File: src/rtl/cda_pkg.sv
// ----------------------------------------------------------------------------
// cda_pkg
// Shared types, constants and calendar helpers for the Gregorian date unit.
// ----------------------------------------------------------------------------
package cda_pkg;

    // Field widths
    localparam int unsigned DAY_W  = 5;
    localparam int unsigned MON_W  = 4;
    localparam int unsigned YEAR_W = 14;
    localparam int unsigned OFS_W  = 16;
    localparam int unsigned CNT_W  = 22;
    localparam int unsigned DIY_W  = 9;   // day within year, up to 459 with month field 15

    localparam int unsigned DEF_MAX_YEAR = 9999;

    // Serial day of 1 January, year 1 (year 0 counts 366 days)
    localparam int unsigned LO_SERIAL = 367;

    // Saturation value of the day difference
    localparam logic [CNT_W-1:0] COUNT_MAX = '1;

    // Last year index of the 400-year leap cycle
    localparam logic [8:0] CYCLE_LAST = 9'd399;

    // Operation codes
    typedef enum logic [2:0] {
        FN_ADD  = 3'd0,
        FN_SUB  = 3'd1,
        FN_DIFF = 3'd2,
        FN_DOY  = 3'd3,
        FN_CMP  = 3'd4
    } t_func;

    // Sequencer states
    typedef enum logic [3:0] {
        S_IDLE,
        S_WALK,
        S_EVAL,
        S_DIFF_B,
        S_ABS1,
        S_ABS2,
        S_OFS,
        S_CHK,
        S_FIND,
        S_REM,
        S_MON,
        S_DONE
    } t_state;

    // Leap test from the year modulo 400
    function automatic logic leap_of(input logic [8:0] m400);
        logic century;
        century = (m400 == 9'd100) || (m400 == 9'd200) || (m400 == 9'd300);
        return (m400[1:0] == 2'd0) && !century;
    endfunction

    // Month length; months outside 1..12 count 31 days
    function automatic logic [DAY_W-1:0] month_len(input logic [MON_W-1:0] m,
                                                   input logic leap);
        logic [DAY_W-1:0] len;
        case (m) inside
            4'd2:                   len = leap ? 5'd29 : 5'd28;
            4'd4, 4'd6, 4'd9, 4'd11: len = 5'd30;
            default:                len = 5'd31;
        endcase
        return len;
    endfunction

    // Days in all months below m, common year
    function automatic logic [DIY_W-1:0] cum_days(input logic [MON_W-1:0] m);
        logic [DIY_W-1:0] c;
        case (m)
            4'd2:    c = 9'd31;
            4'd3:    c = 9'd59;
            4'd4:    c = 9'd90;
            4'd5:    c = 9'd120;
            4'd6:    c = 9'd151;
            4'd7:    c = 9'd181;
            4'd8:    c = 9'd212;
            4'd9:    c = 9'd243;
            4'd10:   c = 9'd273;
            4'd11:   c = 9'd304;
            4'd12:   c = 9'd334;
            4'd13:   c = 9'd365;
            4'd14:   c = 9'd396;
            4'd15:   c = 9'd427;
            default: c = 9'd0;
        endcase
        return c;
    endfunction

    // Day field plus all months below the month field
    function automatic logic [DIY_W-1:0] day_in_year(input logic [DAY_W-1:0] d,
                                                     input logic [MON_W-1:0] m,
                                                     input logic leap);
        logic feb;
        feb = leap && (m > 4'd2);
        return DIY_W'(d) + cum_days(m) + DIY_W'(feb);
    endfunction

endpackage

File: src/rtl/cda_alu.sv
// ----------------------------------------------------------------------------
// cda_alu
// Shared add/subtract unit of the date sequencer, with carry out.
// ----------------------------------------------------------------------------
module cda_alu #(
    parameter int unsigned W = 23
) (
    input  logic [W-1:0] i_a,
    input  logic [W-1:0] i_b,
    input  logic         i_sub,
    output logic [W-1:0] o_sum,
    output logic         o_cout
);

    logic [W-1:0] b_op;

    // two's complement subtract; carry out high means a >= b on subtract
    assign b_op = i_sub ? ~i_b : i_b;
    assign {o_cout, o_sum} = {1'b0, i_a} + {1'b0, b_op} + (W+1)'(i_sub);

endmodule

File: src/rtl/calendar_date_arithmetic.sv
// ----------------------------------------------------------------------------
// calendar_date_arithmetic
// Gregorian date unit: add/subtract days, day difference, day of year and
// compare, built as a year walker and month walker around one shared adder.
// ----------------------------------------------------------------------------
//  channel | direction | handshake                 | payload
//  --------+-----------+---------------------------+---------------------------
//  in      | to unit   | i_in_valid / o_in_ready   | func, two dates, offset
//  out     | from unit | o_out_valid / i_out_ready | result date, count, flags
//
//  One item at a time. The year walker steps through every year from year 0 up to
//  the target year (the later year for a difference), then evaluates. Difference
//  adds the second serial and one or two subtracts; add/subtract adds the offset,
//  a range check, a second walk up to the result year, the day within that year
//  and a walk over the months; the result then waits in the output state.
//  Synchronous active-low reset idles the sequencer; a result holds until taken.
// ----------------------------------------------------------------------------
module calendar_date_arithmetic #(
    parameter int unsigned MAX_YEAR = cda_pkg::DEF_MAX_YEAR
) (
    input  logic                         i_clk,
    input  logic                         i_rst_n,
    // input channel
    input  logic                         i_in_valid,
    output logic                         o_in_ready,
    input  logic [2:0]                   i_func,
    input  logic [cda_pkg::DAY_W-1:0]    i_first_day,
    input  logic [cda_pkg::MON_W-1:0]    i_first_month,
    input  logic [cda_pkg::YEAR_W-1:0]   i_first_year,
    input  logic [cda_pkg::DAY_W-1:0]    i_second_day,
    input  logic [cda_pkg::MON_W-1:0]    i_second_month,
    input  logic [cda_pkg::YEAR_W-1:0]   i_second_year,
    input  logic [cda_pkg::OFS_W-1:0]    i_offset_days,
    // output channel
    output logic                         o_out_valid,
    input  logic                         i_out_ready,
    output logic [cda_pkg::DAY_W-1:0]    o_result_day,
    output logic [cda_pkg::MON_W-1:0]    o_result_month,
    output logic [cda_pkg::YEAR_W-1:0]   o_result_year,
    output logic [cda_pkg::CNT_W-1:0]    o_day_count,
    output logic                         o_first_greater,
    output logic                         o_dates_equal,
    output logic                         o_first_valid,
    output logic                         o_range_error
);

    import cda_pkg::*;

    // Year counter covers the walk to any input year and up to MAX_YEAR
    localparam int unsigned Y_TOP  = (MAX_YEAR + 1 > 16384) ? MAX_YEAR + 1 : 16384;
    localparam int unsigned Y_W    = $clog2(Y_TOP);
    localparam int unsigned DBY_TOP = 365 * Y_TOP + (Y_TOP + 3) / 4
                                      - (Y_TOP + 99) / 100 + (Y_TOP + 399) / 400;
    localparam int unsigned SER_W  = $clog2(DBY_TOP + 428 + 65536);
    // Serial day of 31 December of MAX_YEAR
    localparam int unsigned HI_SERIAL = 365 * (MAX_YEAR + 1) + (MAX_YEAR + 4) / 4
                                        - (MAX_YEAR + 100) / 100 + (MAX_YEAR + 400) / 400;

    localparam logic [SER_W-1:0] SER_LO   = SER_W'(LO_SERIAL);
    localparam logic [SER_W-1:0] SER_HI   = SER_W'(HI_SERIAL);
    localparam logic [SER_W-1:0] SER_CMAX = SER_W'(COUNT_MAX);
    localparam logic [16:0]      MAX_Y17  = 17'(MAX_YEAR);

    t_state r_state, n_state;

    // captured item
    logic [2:0]        r_func,   n_func;
    logic [DAY_W-1:0]  r_d1,     n_d1,  r_d2, n_d2;
    logic [MON_W-1:0]  r_m1,     n_m1,  r_m2, n_m2;
    logic [YEAR_W-1:0] r_y1,     n_y1,  r_y2, n_y2, r_tgt, n_tgt;
    logic [OFS_W-1:0]  r_off,    n_off;

    // year walker
    logic [Y_W-1:0]    r_yr,     n_yr;
    logic [8:0]        r_m400,   n_m400;
    logic [SER_W-1:0]  r_acc,    n_acc;
    logic [SER_W-1:0]  r_base1,  n_base1, r_base2, n_base2;
    logic              r_leap1,  n_leap1, r_leap2, n_leap2;

    // serial days and month walker
    logic [SER_W-1:0]  r_s,      n_s,   r_b, n_b;
    logic              r_neg,    n_neg;
    logic [DIY_W-1:0]  r_rem,    n_rem;
    logic [MON_W-1:0]  r_mo,     n_mo;

    // result
    logic [DAY_W-1:0]  r_rday,   n_rday;
    logic [MON_W-1:0]  r_rmon,   n_rmon;
    logic [YEAR_W-1:0] r_ryear,  n_ryear;
    logic [CNT_W-1:0]  r_cnt,    n_cnt;
    logic              r_gt,     n_gt, r_eq, n_eq, r_fvalid, n_fvalid, r_rerr, n_rerr;

    // shared adder
    logic [SER_W-1:0]  alu_a, alu_b, alu_sum;
    logic              alu_sub, alu_cout;

    // decoded conditions
    logic              leap_now;
    logic [SER_W-1:0]  ylen;
    logic [8:0]        m400_inc;
    logic              walk_end;
    logic [DIY_W-1:0]  diy1, diy2;
    logic              valid1;
    logic              out_of_range;
    logic              find_hit;
    logic [DAY_W-1:0]  mon_len;
    logic              mon_step;
    logic [CNT_W-1:0]  cnt_sat;

    cda_alu #(.W(SER_W)) u_alu (
        .i_a    (alu_a),
        .i_b    (alu_b),
        .i_sub  (alu_sub),
        .o_sum  (alu_sum),
        .o_cout (alu_cout)
    );

    // year walker status
    assign leap_now = leap_of(r_m400);
    assign ylen     = leap_now ? SER_W'(366) : SER_W'(365);
    assign m400_inc = (r_m400 == CYCLE_LAST) ? 9'd0 : r_m400 + 9'd1;
    assign walk_end = (r_yr == Y_W'(r_tgt));

    // first date validity and day-of-year counts
    assign diy1   = day_in_year(r_d1, r_m1, r_leap1);
    assign diy2   = day_in_year(r_d2, r_m2, r_leap2);
    assign valid1 = (r_y1 != '0) && (17'(r_y1) <= MAX_Y17)
                    && (r_m1 >= 4'd1) && (r_m1 <= 4'd12)
                    && (r_d1 != '0) && (r_d1 <= month_len(r_m1, r_leap1));

    assign out_of_range = r_neg || (r_s < SER_LO) || (r_s > SER_HI);
    assign find_hit     = (alu_sum >= r_s);
    assign mon_len      = month_len(r_mo, leap_now);
    assign mon_step     = (r_mo < 4'd12) && (r_rem > DIY_W'(mon_len));
    assign cnt_sat      = (alu_sum > SER_CMAX) ? COUNT_MAX : alu_sum[CNT_W-1:0];

    // next state
    always_comb begin
        n_state = r_state;
        unique case (r_state)
            S_IDLE:   if (i_in_valid) n_state = S_WALK;
            S_WALK:   if (walk_end) n_state = S_EVAL;
            S_EVAL: begin
                case (r_func) inside
                    FN_DIFF:        n_state = S_DIFF_B;
                    FN_ADD, FN_SUB: n_state = valid1 ? S_OFS : S_DONE;
                    default:        n_state = S_DONE;
                endcase
            end
            S_DIFF_B: n_state = S_ABS1;
            S_ABS1:   n_state = alu_cout ? S_DONE : S_ABS2;
            S_ABS2:   n_state = S_DONE;
            S_OFS:    n_state = S_CHK;
            S_CHK:    n_state = out_of_range ? S_DONE : S_FIND;
            S_FIND:   if (find_hit) n_state = S_REM;
            S_REM:    n_state = S_MON;
            S_MON:    if (!mon_step) n_state = S_DONE;
            S_DONE:   if (i_out_ready) n_state = S_IDLE;
            default:  n_state = S_IDLE;
        endcase
    end

    // datapath controls and register next values
    always_comb begin
        n_func = r_func;  n_d1 = r_d1;  n_m1 = r_m1;  n_y1 = r_y1;
        n_d2 = r_d2;  n_m2 = r_m2;  n_y2 = r_y2;  n_tgt = r_tgt;  n_off = r_off;
        n_yr = r_yr;  n_m400 = r_m400;  n_acc = r_acc;
        n_base1 = r_base1;  n_base2 = r_base2;  n_leap1 = r_leap1;  n_leap2 = r_leap2;
        n_s = r_s;  n_b = r_b;  n_neg = r_neg;  n_rem = r_rem;  n_mo = r_mo;
        n_rday = r_rday;  n_rmon = r_rmon;  n_ryear = r_ryear;  n_cnt = r_cnt;
        n_gt = r_gt;  n_eq = r_eq;  n_fvalid = r_fvalid;  n_rerr = r_rerr;
        alu_a   = r_acc;
        alu_b   = ylen;
        alu_sub = 1'b0;

        unique case (r_state)
            // capture the item, start the walk at year 0
            S_IDLE: begin
                if (i_in_valid) begin
                    n_func = i_func;
                    n_d1 = i_first_day;   n_m1 = i_first_month;   n_y1 = i_first_year;
                    n_d2 = i_second_day;  n_m2 = i_second_month;  n_y2 = i_second_year;
                    n_off = i_offset_days;
                    n_tgt = ((i_func == FN_DIFF) && (i_second_year > i_first_year))
                            ? i_second_year : i_first_year;
                    n_yr = '0;  n_m400 = '0;  n_acc = '0;
                    n_rday = '0;  n_rmon = '0;  n_ryear = '0;  n_cnt = '0;
                    n_gt = 1'b0;  n_eq = 1'b0;  n_fvalid = 1'b0;  n_rerr = 1'b0;
                    n_neg = 1'b0;
                end
            end
            // accumulate year lengths, pick off both dates' year bases
            S_WALK: begin
                if (r_yr == Y_W'(r_y1)) begin
                    n_base1 = r_acc;
                    n_leap1 = leap_now;
                end
                if (r_yr == Y_W'(r_y2)) begin
                    n_base2 = r_acc;
                    n_leap2 = leap_now;
                end
                if (!walk_end) begin
                    n_acc  = alu_sum;
                    n_yr   = r_yr + Y_W'(1);
                    n_m400 = m400_inc;
                end
            end
            // serial of the first date, single-step operations finish here
            S_EVAL: begin
                alu_a    = r_base1;
                alu_b    = SER_W'(diy1);
                n_s      = alu_sum;
                n_fvalid = valid1;
                case (r_func)
                    FN_DOY: n_cnt = CNT_W'(diy1);
                    FN_CMP: begin
                        if (r_y1 != r_y2)      n_gt = (r_y1 > r_y2);
                        else if (r_m1 != r_m2) n_gt = (r_m1 > r_m2);
                        else if (r_d1 != r_d2) n_gt = (r_d1 > r_d2);
                        else                   n_eq = 1'b1;
                    end
                    default: ;
                endcase
            end
            // serial of the second date
            S_DIFF_B: begin
                alu_a = r_base2;
                alu_b = SER_W'(diy2);
                n_b   = alu_sum;
            end
            // absolute difference in up to two subtracts
            S_ABS1: begin
                alu_a   = r_s;
                alu_b   = r_b;
                alu_sub = 1'b1;
                if (alu_cout) n_cnt = cnt_sat;
            end
            S_ABS2: begin
                alu_a   = r_b;
                alu_b   = r_s;
                alu_sub = 1'b1;
                n_cnt   = cnt_sat;
            end
            // apply the offset; borrow marks a result before day zero
            S_OFS: begin
                alu_a   = r_s;
                alu_b   = SER_W'(r_off);
                alu_sub = (r_func == FN_SUB);
                n_s     = alu_sum;
                n_neg   = alu_sub && !alu_cout;
            end
            // range check, then restart the walker for the result year
            S_CHK: begin
                if (out_of_range) begin
                    n_rerr = 1'b1;
                end else begin
                    n_yr = '0;  n_m400 = '0;  n_acc = '0;
                end
            end
            // walk until the year that holds the serial day
            S_FIND: begin
                if (!find_hit) begin
                    n_acc  = alu_sum;
                    n_yr   = r_yr + Y_W'(1);
                    n_m400 = m400_inc;
                end
            end
            // day within the result year
            S_REM: begin
                alu_a   = r_s;
                alu_b   = r_acc;
                alu_sub = 1'b1;
                n_rem   = alu_sum[DIY_W-1:0];
                n_mo    = 4'd1;
            end
            // peel off months
            S_MON: begin
                if (mon_step) begin
                    n_rem = r_rem - DIY_W'(mon_len);
                    n_mo  = r_mo + 4'd1;
                end else begin
                    n_rday  = r_rem[DAY_W-1:0];
                    n_rmon  = r_mo;
                    n_ryear = YEAR_W'(r_yr);
                end
            end
            S_DONE: ;
            default: ;
        endcase
    end

    // control state
    always_ff @(posedge i_clk) begin
        if (!i_rst_n) begin
            r_state <= S_IDLE;
        end else begin
            r_state <= n_state;
        end
    end

    // payload and walker registers
    always_ff @(posedge i_clk) begin
        r_func <= n_func;  r_d1 <= n_d1;  r_m1 <= n_m1;  r_y1 <= n_y1;
        r_d2 <= n_d2;  r_m2 <= n_m2;  r_y2 <= n_y2;  r_tgt <= n_tgt;  r_off <= n_off;
        r_yr <= n_yr;  r_m400 <= n_m400;  r_acc <= n_acc;
        r_base1 <= n_base1;  r_base2 <= n_base2;  r_leap1 <= n_leap1;  r_leap2 <= n_leap2;
        r_s <= n_s;  r_b <= n_b;  r_neg <= n_neg;  r_rem <= n_rem;  r_mo <= n_mo;
        r_rday <= n_rday;  r_rmon <= n_rmon;  r_ryear <= n_ryear;  r_cnt <= n_cnt;
        r_gt <= n_gt;  r_eq <= n_eq;  r_fvalid <= n_fvalid;  r_rerr <= n_rerr;
    end

    // ports
    assign o_in_ready      = (r_state == S_IDLE);
    assign o_out_valid     = (r_state == S_DONE);
    assign o_result_day    = r_rday;
    assign o_result_month  = r_rmon;
    assign o_result_year   = r_ryear;
    assign o_day_count     = r_cnt;
    assign o_first_greater = r_gt;
    assign o_dates_equal   = r_eq;
    assign o_first_valid   = r_fvalid;
    assign o_range_error   = r_rerr;

endmodule

File: config.mk
export PLATFORM = sky130hd
export DESIGN_NAME = calendar_date_arithmetic
export DESIGN_NICKNAME = d
export VERILOG_FILES = /design/src/rtl/cda_pkg.sv /design/src/rtl/cda_alu.sv /design/src/rtl/calendar_date_arithmetic.sv
export SDC_FILE = /design/constraint.sdc
export NUM_CORES = 1
export LEC_CHECK = 0
export ABC_AREA = 1
export BUFFER_PORTS_ARGS = -buffer_cell sky130_fd_sc_hd__buf_2
export CAP_MARGIN = 20
export CORE_MARGIN = 8
export CORE_UTILIZATION = 65
export DETAILED_ROUTE_END_ITERATION = 8
export HOLD_SLACK_MARGIN = 0.15
export PLACE_DENSITY_LB_ADDON = 0.3
export SLEW_MARGIN = 0
export SYNTH_ARGS = -nofsm -noshare
export SYNTH_HDL_FRONTEND = slang
export SYNTH_SLANG_ARGS = --single-unit
File: constraint.sdc
create_clock -name i_clk -period 23.8 [get_ports i_clk]
set_input_delay 3.57 -clock i_clk [delete_from_list [all_inputs] [get_ports i_clk]]
set_output_delay 3.57 -clock i_clk [all_outputs]
set_load 0.1 [all_outputs]
## Word level (Yosys, flattened, before mapping)

Memories as Yosys holds them, arrays and structs flattened. A register that Yosys moved wholly into a read port is not among the register bits.
Index checks and enable logic that the tools add are counted.

- Memories kept: 2
- ROM bits: 288
- Register bits after elaboration: 286

- Eq/ne operators: 53
- Reduce and logical (&&, ||, !) cells: 48
- Multiplexer cells: 73
- Add/subtract/negate cells: 10
- $lt $le $gt $ge: 16
- Bitwise gates (word level): 1

Memory list:

| name | words | bits a word | rd ports | clocked after memory_dff | write ports | line | source |
|---|---|---|---|---|---|---|---|
| (name not given) | 16 | 9 | 1 | 1 | 0 | cda_pkg.sv:73 | `case (m)` |
| (name not given) | 16 | 9 | 1 | 1 | 0 | cda_pkg.sv:73 |  |

Operators by type and width:

| cell | count |
|---|---|
| 23-bit case mux with 4 select lines | 2 |
| 23-bit case mux with 6 select lines | 1 |
| 23-bit two-way mux | 5 |
| 22-bit two-way mux | 4 |
| 22-bit case mux with 4 select lines | 1 |
| 14-bit two-way mux | 6 |
| 4-bit two-way mux | 14 |
| 14-bit case mux with 4 select lines | 1 |
| 9-bit two-way mux | 6 |
| 4-bit case mux with 12 select lines | 1 |
| 23-bit by 22-bit > comparator with 1-bit output (second input constant) | 2 |
| 14-bit equality test | 3 |
| 9-bit case mux with 4 select lines | 1 |
| 4-bit by 3-bit equality test with 1-bit output (second input constant) | 8 |
| 4-bit equality test (second input constant) | 8 |
| 14-bit > comparator | 2 |
| 2-bit inequality test (second input constant) | 14 |
| 14-bit case mux with 2 select lines | 1 |
| 23-bit by 23-bit adder with 24-bit output | 1 |
| 24-bit by 1-bit adder with 24-bit output | 1 |
| 23-bit >= comparator | 1 |
| 23-bit by 9-bit less-than comparator with 1-bit output (second input constant) | 1 |
| 23-bit inverter | 1 |
| 5-bit by 9-bit adder with 9-bit output | 2 |
| other kinds (52) | 114 |

## Depth between registers and ports, before layout

Gate-level depths: netlist of the first run.

- Word-level depth: 15
- Gate-level depth with buffers: 34
- Mapped depth without buffers: 34

## Modules after synthesis

From an unflattened synthesis of the first run, not the netlist that was laid out.

- Cells, all modules: 2,014
- Area, all modules: 18,093.6 um2

Modules (own cells, without submodules):

| module | times used | cells each | area an instance (um2) |
|---|---|---|---|
| calendar_date_arithmetic | 1 | 1,627 | 16,126.7 |
| cda_alu | 1 | 387 | 1,966.9 |

## Least setup slack after synthesis of the first run

Ideal clock, no wire load.

- Kind: register to register
- From: register r_m1[1]
- To: register r_acc[0], enable pin
- Stages on the path, launching flop included: 30
- Slack: 14.813 ns
- Arrival: 8.468 ns
- Setup time: 0.519 ns
- Path through: edfxtp_1 inv_1 o21ai_0 nand2_1 fa_1 fa_1 nor2_1 nor2_1 o21bai_1 nand2_1 a21boi_0 nand4_1 nand3_1 o211ai_1 xor2_1 ha_1 nand2_1 nor4_1 a21oi_1 o21ai_0 nand2_1 nand2_1 xor2_1 ha_1 a21oi_1 o21a_1 o221ai_1 a21oi_1 nand3_1 a211oi_1

- Longest elaborated chain between the ends: 11

RTL lines:

| element | line | source |
|---|---|---|
| from (decl) | calendar_date_arithmetic.sv:69 | `logic [MON_W-1:0] r_m1, n_m1, r_m2, n_m2;` |
| from (signal assigned) | calendar_date_arithmetic.sv:303 | `r_func <= n_func; r_d1 <= n_d1; r_m1 <= n_m1; r_y1 <= n_y1;` |
| 4-bit by 2-bit > comparator with 1-bit output * | cda_pkg.sv:98 | `feb = leap && (m > 4'd2);` |
| 1-bit logical AND * | cda_pkg.sv:98 |  |
| 9-bit by 1-bit adder with 9-bit output * | cda_pkg.sv:99 | `return DIY_W'(d) + cum_days(m) + DIY_W'(feb);` |
| 23-bit case mux with 6 select lines * | calendar_date_arithmetic.sv:176 | `unique case (r_state)` |
| 23-bit inverter | cda_alu.sv:18 | `assign b_op = i_sub ? ~i_b : i_b;` |
| 23-bit two-way mux * | cda_alu.sv:18 |  |
| 23-bit by 23-bit adder with 24-bit output * | cda_alu.sv:19 | `assign {o_cout, o_sum} = {1'b0, i_a} + {1'b0, b_op} + (W+1)'(i_sub);` |
| 24-bit by 1-bit adder with 24-bit output * | cda_alu.sv:19 |  |
| named net alu_sum[18] | calendar_date_arithmetic.sv:94 | `logic [SER_W-1:0] alu_a, alu_b, alu_sum;` |
| 23-bit >= comparator * | calendar_date_arithmetic.sv:132 | `assign find_hit = (alu_sum >= r_s);` |
| 2-bit inequality test (no line) * | n/a |  |
| 5-bit AND reduction (no line) * | n/a |  |
| to (signal assigned) | calendar_date_arithmetic.sv:305 | `r_yr <= n_yr; r_m400 <= n_m400; r_acc <= n_acc;` |
| to (decl) | calendar_date_arithmetic.sv:76 | `logic [SER_W-1:0] r_acc, n_acc;` |

Mark *: on every way through the listed nets, which the timed path passes. The rest lies on a longest branch.
A chain may end at the register's enable or synchronous reset.

## Worst setup path in the final report of the first run

- From: register r_m1[0]
- To: register r_yr[5], enable pin

- Longest elaborated chain between the ends: 11

RTL lines:

| element | line | source |
|---|---|---|
| 4-bit by 2-bit > comparator with 1-bit output * | cda_pkg.sv:98 |  |
| 1-bit logical AND * | cda_pkg.sv:98 |  |
| 9-bit by 1-bit adder with 9-bit output * | cda_pkg.sv:99 |  |
| 23-bit case mux with 6 select lines * | calendar_date_arithmetic.sv:176 |  |
| 23-bit inverter | cda_alu.sv:18 |  |
| 23-bit two-way mux * | cda_alu.sv:18 |  |
| 23-bit by 23-bit adder with 24-bit output * | cda_alu.sv:19 |  |
| 24-bit by 1-bit adder with 24-bit output * | cda_alu.sv:19 |  |
| 23-bit >= comparator * | calendar_date_arithmetic.sv:132 |  |
| 2-bit inequality test (no line) * | n/a |  |
| 5-bit AND reduction (no line) * | n/a |  |
| to (signal assigned) | calendar_date_arithmetic.sv:305 |  |
| to (decl) | calendar_date_arithmetic.sv:74 | `logic [Y_W-1:0] r_yr, n_yr;` |

Every way passes the cells marked *; elsewhere a longest branch is shown, timed or not.

==> results of run 1 <==
## Yosys cell counts, drive strengths merged, types with 6 or more instances
cell,number,area [um^2]
nand2,313,1230
o22ai,34,213
nand3,57,290
o211ai,8,60.1
o21a,6,45.0
ha,117,1460
inv,274,1030
a31oi,12,75.1
dfxtp,22,440
fa,6,120
nor4,22,138
buf,11,52.6
a221oi,34,298
or2,9,56.3
nor3,32,171
xnor2,17,149
nor2,188,764
a21oi,105,526
a211oi,14,105
nand4,41,257
o21ai,123,627
xor2,37,339
edfxtp,282,8470
clkbuf,23,86.3
## state kept, by name, indices dropped and copies added (netlist names), 4 cells and up, named ones only
name,count
r_y2,14
r_m400,9
o_result_year,14
r_state,4
r_off,16
o_day_count,22
r_b,23
r_d1,5
r_s,23
r_base1,23
r_acc,23
o_result_month,4
r_base2,23
r_d2,5
r_y1,14
r_yr,14
r_m1,4
r_mo,4
o_result_day,5
r_tgt,14
r_rem,9
r_m2,4
## kinds of logic (layout without fill, tap and decap cells)
logic type	Yosys count	after routing	share of synthesized area
xor gates and xnor gates	54	54	0.0281
and+or+nand+nor	674	674	0.172
adders and majority gates	123	123	0.0912
buffers and inverters	310	471	0.0678
AOI/OAI and AO/OA	370	370	0.128
DFF	304	304	0.513
## cell usage in the layout, fill, tap and decap left out, types with 5 or more instances in the layout
master / Yosys / layout
o21ai_1: 8 / 8
a31oi_1: 12 / 12
inv_1: 264 / 264
fa_1: 6 / 6
clkbuf_16: 0 / 37
edfxtp_1: 282 / 282
or2_2: 9 / 9
clkinv_1: 2 / 9
a211oi_1: 14 / 13
nand2_1: 298 / 298
nor4_1: 22 / 20
nor3b_1: 5 / 5
nand4_1: 41 / 41
nor2_1: 176 / 172
clkinvlp_4: 0 / 5
a221oi_1: 34 / 34
nand2_2: 12 / 12
o211ai_1: 8 / 8
a22oi_1: 5 / 5
xnor2_1: 17 / 17
o31ai_1: 5 / 5
buf_4: 0 / 13
nor3_1: 31 / 31
nand3_1: 56 / 56
o22ai_1: 34 / 34
nor2_2: 8 / 11
ha_1: 117 / 117
dfxtp_1: 22 / 22
xor2_1: 35 / 35
a21oi_1: 105 / 105
inv_2: 9 / 9
o21a_1: 6 / 6
buf_2: 3 / 119
o21ai_0: 112 / 112
## worst min path at each step
stage / startpoint / to / slack (ns) / depth (start not counted)
2_1_floorplan: r_acc[0]$_SDFFCE_PP0P_ / r_base1[0]$_DFFE_PP_ / 0.45 / 0
3_3_place_gp: r_acc[16]$_SDFFCE_PP0P_ / r_base1[16]$_DFFE_PP_ / 0.48 / 0
3_5_place_dp: r_acc[10]$_SDFFCE_PP0P_ / r_base2[10]$_DFFE_PP_ / 0.49 / 0
4_1_cts: r_acc[17]$_SDFFCE_PP0P_ / r_base2[17]$_DFFE_PP_ / 0.51 / 0
5_1_grt: r_acc[17]$_SDFFCE_PP0P_ / r_base2[17]$_DFFE_PP_ / 0.53 / 0
6_report: r_acc[17]$_SDFFCE_PP0P_ / r_base2[17]$_DFFE_PP_ / 0.52 / 0
## worst max-delay path: cells and delay by family, from the launching register on
| kind | cells | cell delay [ns] |
|---|---|---|
| xor gates and xnor gates | 1 | 0.19 |
| DFF | 1 | 0.37 |
| adders and majority gates | 4 | 1.57 |
| buffers and inverters | 3 | 1.20 |
| and+or+nand+nor | 12 | 1.98 |
| AOI/OAI and AO/OA | 8 | 2.11 |
## stage by stage
| step | cells | area [um^2] | hold slack, ns |
|---|---|---|---|
| floorplan | 1835 | 17400 | 0.445 |
| global placement | 2274 | 18400 | 0.481 |
| detailed placement | 2274 | 18400 | 0.491 |
| CTS | 2336 | 19600 | 0.512 |
| global route | 2337 | 19600 | 0.531 |
| finish | 2337 | 19600 | 0.521 |
## routing by layer
layer	global-route usage	up-vias	part of all wire
met5	0	-	0
met2	0.510	882	0.47
met3	0.0512	194	0.089
met1	0.375	6846	0.38
met4	0.188	0	0.066
li1	-	6686	-
## final cells by class
| class | instances | area (um^2) |
|---|---|---|
| multi-input combinational | 1221 | 7330 |
| fill | 1915 | 6980 |
| sequential | 304 | 8910 |
| clock buffer | 41 | 961 |
| tap | 341 | 427 |
| clock inverter | 21 | 220 |
| inverter | 276 | 1040 |
| timing repair buffer | 133 | 708 |
==> metrics.csv, run 1 <==
metric;value;unit
status;finished clean;
cts_setup_buffers;0;
tns;0;ns
vias_per_cell;6.25;
crit_path_max_fanout;33;
clk_pin_slew;0.06;ns
fin_nets;2162;
crit_type;register to register;
drt_iter0_markers;1463;
syn_nets;2027;
r2r_slack;15.97;ns
synth_edf_count;282;
critPathCapture;r_yr[5]$_SDFFCE_PP0P_;
startpoint_type;register;
routedWlPerCell;21.7;um
synth.distinct_cells;57;
cts_tree;built;
max_freq;0.128;GHz
syn_avg_cell_area;9.47;um^2
slew_viol_final;0;
insertion_delay;0.53;ns
critical_path.startpoint;r_m1[0]$_DFFE_PP_;
clock-sinks;304;
htree_num_levels;2;
synthCells;1835;
dieArea;32200;um^2
post-route-util;0.737;
timing.final.ws_setup;15.97;ns
grt_pass1_vias;14600;
rr_worst_depth;28;
maxSlewHeadroom;0.285;
numCtsBuffers;34;
hold_path_class;register to register;
dp_slack;16.15;ns
gp_congestion;0.978;
timing.final.setup_violations;0;
num_antenna_cells;0;
yosysSeqAreaShare;0.513;
die_w;179;um
antenna_found_initial;0;
pin_count;120;
vias;14600;
synth-main-ff-cell;edfxtp_1;
die_height;179;um
grt_usage;0.308;
clockBufferDepth;3;
async_flop_share;0;
dp_hpwl;37400;um
cts_root_buf;clkbuf_16;
synth.ff_latch_count;304;
rsz0062_at_grt;no;
start_util;0.654;
drt_pass1_iterations;7;
drive_gt1_frac;0.125;
reg2reg_from;r_m1[0]$_DFFE_PP_;
hold_buffers;0;
fin_skew;0.0219;ns
grt_pass1_wl;79100;um
tightest_slew;1.06;ns
r2r_end;r_yr[5]$_SDFFCE_PP0P_;
arrival;7.99;ns
timing.final.crit_period;7.83;ns
hold_viol;0;
synth_area;17400;um^2
overflow;0;
cts-resized-gates;0;
area_growth;12.8;%
worstPathRequired;23.96;ns
finalCritPeriodShare;0.329;
wl;50700;um
route.detailed.drc;0;
maxCapViolations;0;
ant_nets;0;
end_kind;register;
yosys_warnings;0;
crit_top_cell;nand2_1;
slowest_delay;0.82;ns
core;26600;um^2
crit_path_top_delay_cell;a211oi_4;
grt_max_degree;76;
fp-row-count;60;
portBuffers;119;
Power of run 1 is not shown: default switching activity piles up to over one toggle a cycle in this logic, so the estimate is an artifact.
==> inputs of run 2 (changes only) <==
Settings changed: CORE_UTILIZATION 65 to 56.
Clock period 23.8 ns to 6.6 ns, I/O delays scaled along.
==> run 2 against run 1 <==
  * Design area grew 2.4%
  * Sequential share of layout area shrank 1.1 points
  * First-iteration DRC count shrank 2.7%
  * Register-to-register slack lost 16 ns
  * Critical endpoint is now r_acc[16]$_SDFFCE_PP0P_
  * Core utilization shrank 8.1 points
  * Global-route usage shrank 4.0 points
  * Via count shrank 1.3%
  * Cell count grew 4.4%
  * Clock skew is essentially flat
  * Worst setup slack lost 16 ns
  * Flip-flop and latch count is the same
==> metrics.csv, run 2 (same netlist as run 1, synthesis figures left out) <==
metric;value;unit
arrival;6.57;ns
core;30600;um^2
crit_type;register to register;
critical_path.startpoint;r_m1[0]$_DFFE_PP_;
timing.final.setup_violations;0;
reg2reg_from;r_m1[0]$_DFFE_PP_;
grt_usage;0.268;
dp_hpwl;37600;um
fp-row-count;64;
grt_max_degree;60;
wl;49900;um
antenna_found_initial;0;
route.detailed.drc;0;
busiest_layer;met2;
ant_nets;0;
portBuffers;119;
timing.final.ws_setup;0.249;ns
hold_viol;0;
die_w;192;um
critPathTopFamily;compound AO/OA/AOI/OAI gates;
num_antenna_cells;0;
routedWlPerCell;20.5;um
met2_usage;0.447;
maxCapViolations;0;
fin_nets;2209;
pin_count;120;
dp_slack;0.0332;ns
crit_path_top_delay_cell;fa_1;
grt_pass1_vias;14100;
vias;14400;
drt_pass1_iterations;5;
vias_per_cell;5.91;
startpoint_type;register;
dieArea;36900;um^2
die_height;192;um
hold_depth;0;
timing.final.crit_period;6.35;ns
clockBufferDepth;3;
worst-path-buf-inv;4;
cts_root_buf;clkbuf_16;
whs;0.501;ns
slowest_delay;0.43;ns
crit_top_cell;nand2_1;
hold_start;r_acc[20]$_SDFFCE_PP0P_;
max_freq;0.157;GHz
grtUsageMet1;0.338;
drive_gt1_frac;0.150;
clk_pin_slew;0.06;ns
layout_commonest_cell;nand2_1;
gp_congestion;0.966;
grt_util_met3;0.0414;
worstPathRequired;6.82;ns
slew_viol_final;0;
overflow;0;
hold_path_class;register to register;
min_to;r_base2[20]$_DFFE_PP_;
fin_skew;0.0222;ns
most-common-layout-cells;297 x nand2_1, 282 x edfxtp_1, 264 x inv_1;
cts_tree;built;
clock-sinks;304;
htree_num_levels;2;
tightest_slew;1.03;ns
status;finished clean;
tns;0;ns
start_util;0.568;
grt_pass1_wl;77200;um
rr_worst_depth;32;
crit_path_max_fanout;17;
end_kind;register;
area_growth;15.5;%
r2r_slack;0.25;ns
insertion_delay;0.53;ns
finalCritPeriodShare;0.962;
r2r_end;r_acc[16]$_SDFFCE_PP0P_;
maxSlewHeadroom;0.314;
numCtsBuffers;35;
drt_iter0_markers;1424;
-- run 2: worst max-delay path by stage --
stage	to	cells past startpoint
2_1_floorplan	r_acc[0]$_SDFFCE_PP0P_	29
3_3_place_gp	r_acc[18]$_SDFFCE_PP0P_	30
3_5_place_dp	r_acc[18]$_SDFFCE_PP0P_	30
4_1_cts	r_acc[16]$_SDFFCE_PP0P_	30
5_1_grt	r_acc[16]$_SDFFCE_PP0P_	32
6_report	r_acc[16]$_SDFFCE_PP0P_	32
-- run 2: routing by layer --
layer,up-vias,part of all wire
met4,0,0.050
met3,146,0.075
met2,675,0.48
met1,6798,0.40
met5,-,0
li1,6797,-
-- run 2: repair_timing --
action | 4_1_cts | 5_1_grt
pin swaps | 0 | 4
gates cloned | 0 | 2
endpoints found under the setup margin | 6 | 49
buffers inserted | 0 | 7
hold buffers | 0 | 0
gates resized for setup | 1 | 19
-- run 2: cell type report --
| class | instances | area (um^2) |
|---|---|---|
| Multi-Input combinational cell | 1221 | 7400 |
| Fill cell | 2486 | 10500 |
| Clock inverter | 20 | 193 |
| Timing Repair Buffer | 179 | 1100 |
| Tap cell | 396 | 495 |
| Clock buffer | 43 | 937 |
| Inverter | 276 | 1040 |
| Sequential cell | 304 | 8910 |
-- run 2: metrics by stage --
stage                     utilization  cell area, um^2  cells
after floorplan                     -            17400   1835
after global placement          0.613            18800   2365
after CTS                       0.651            19900   2428
final                           0.656            20100   2439
after detailed placement        0.613            18800   2365
after global routing            0.656            20100   2439
Power of run 2 is left out for the same reason.
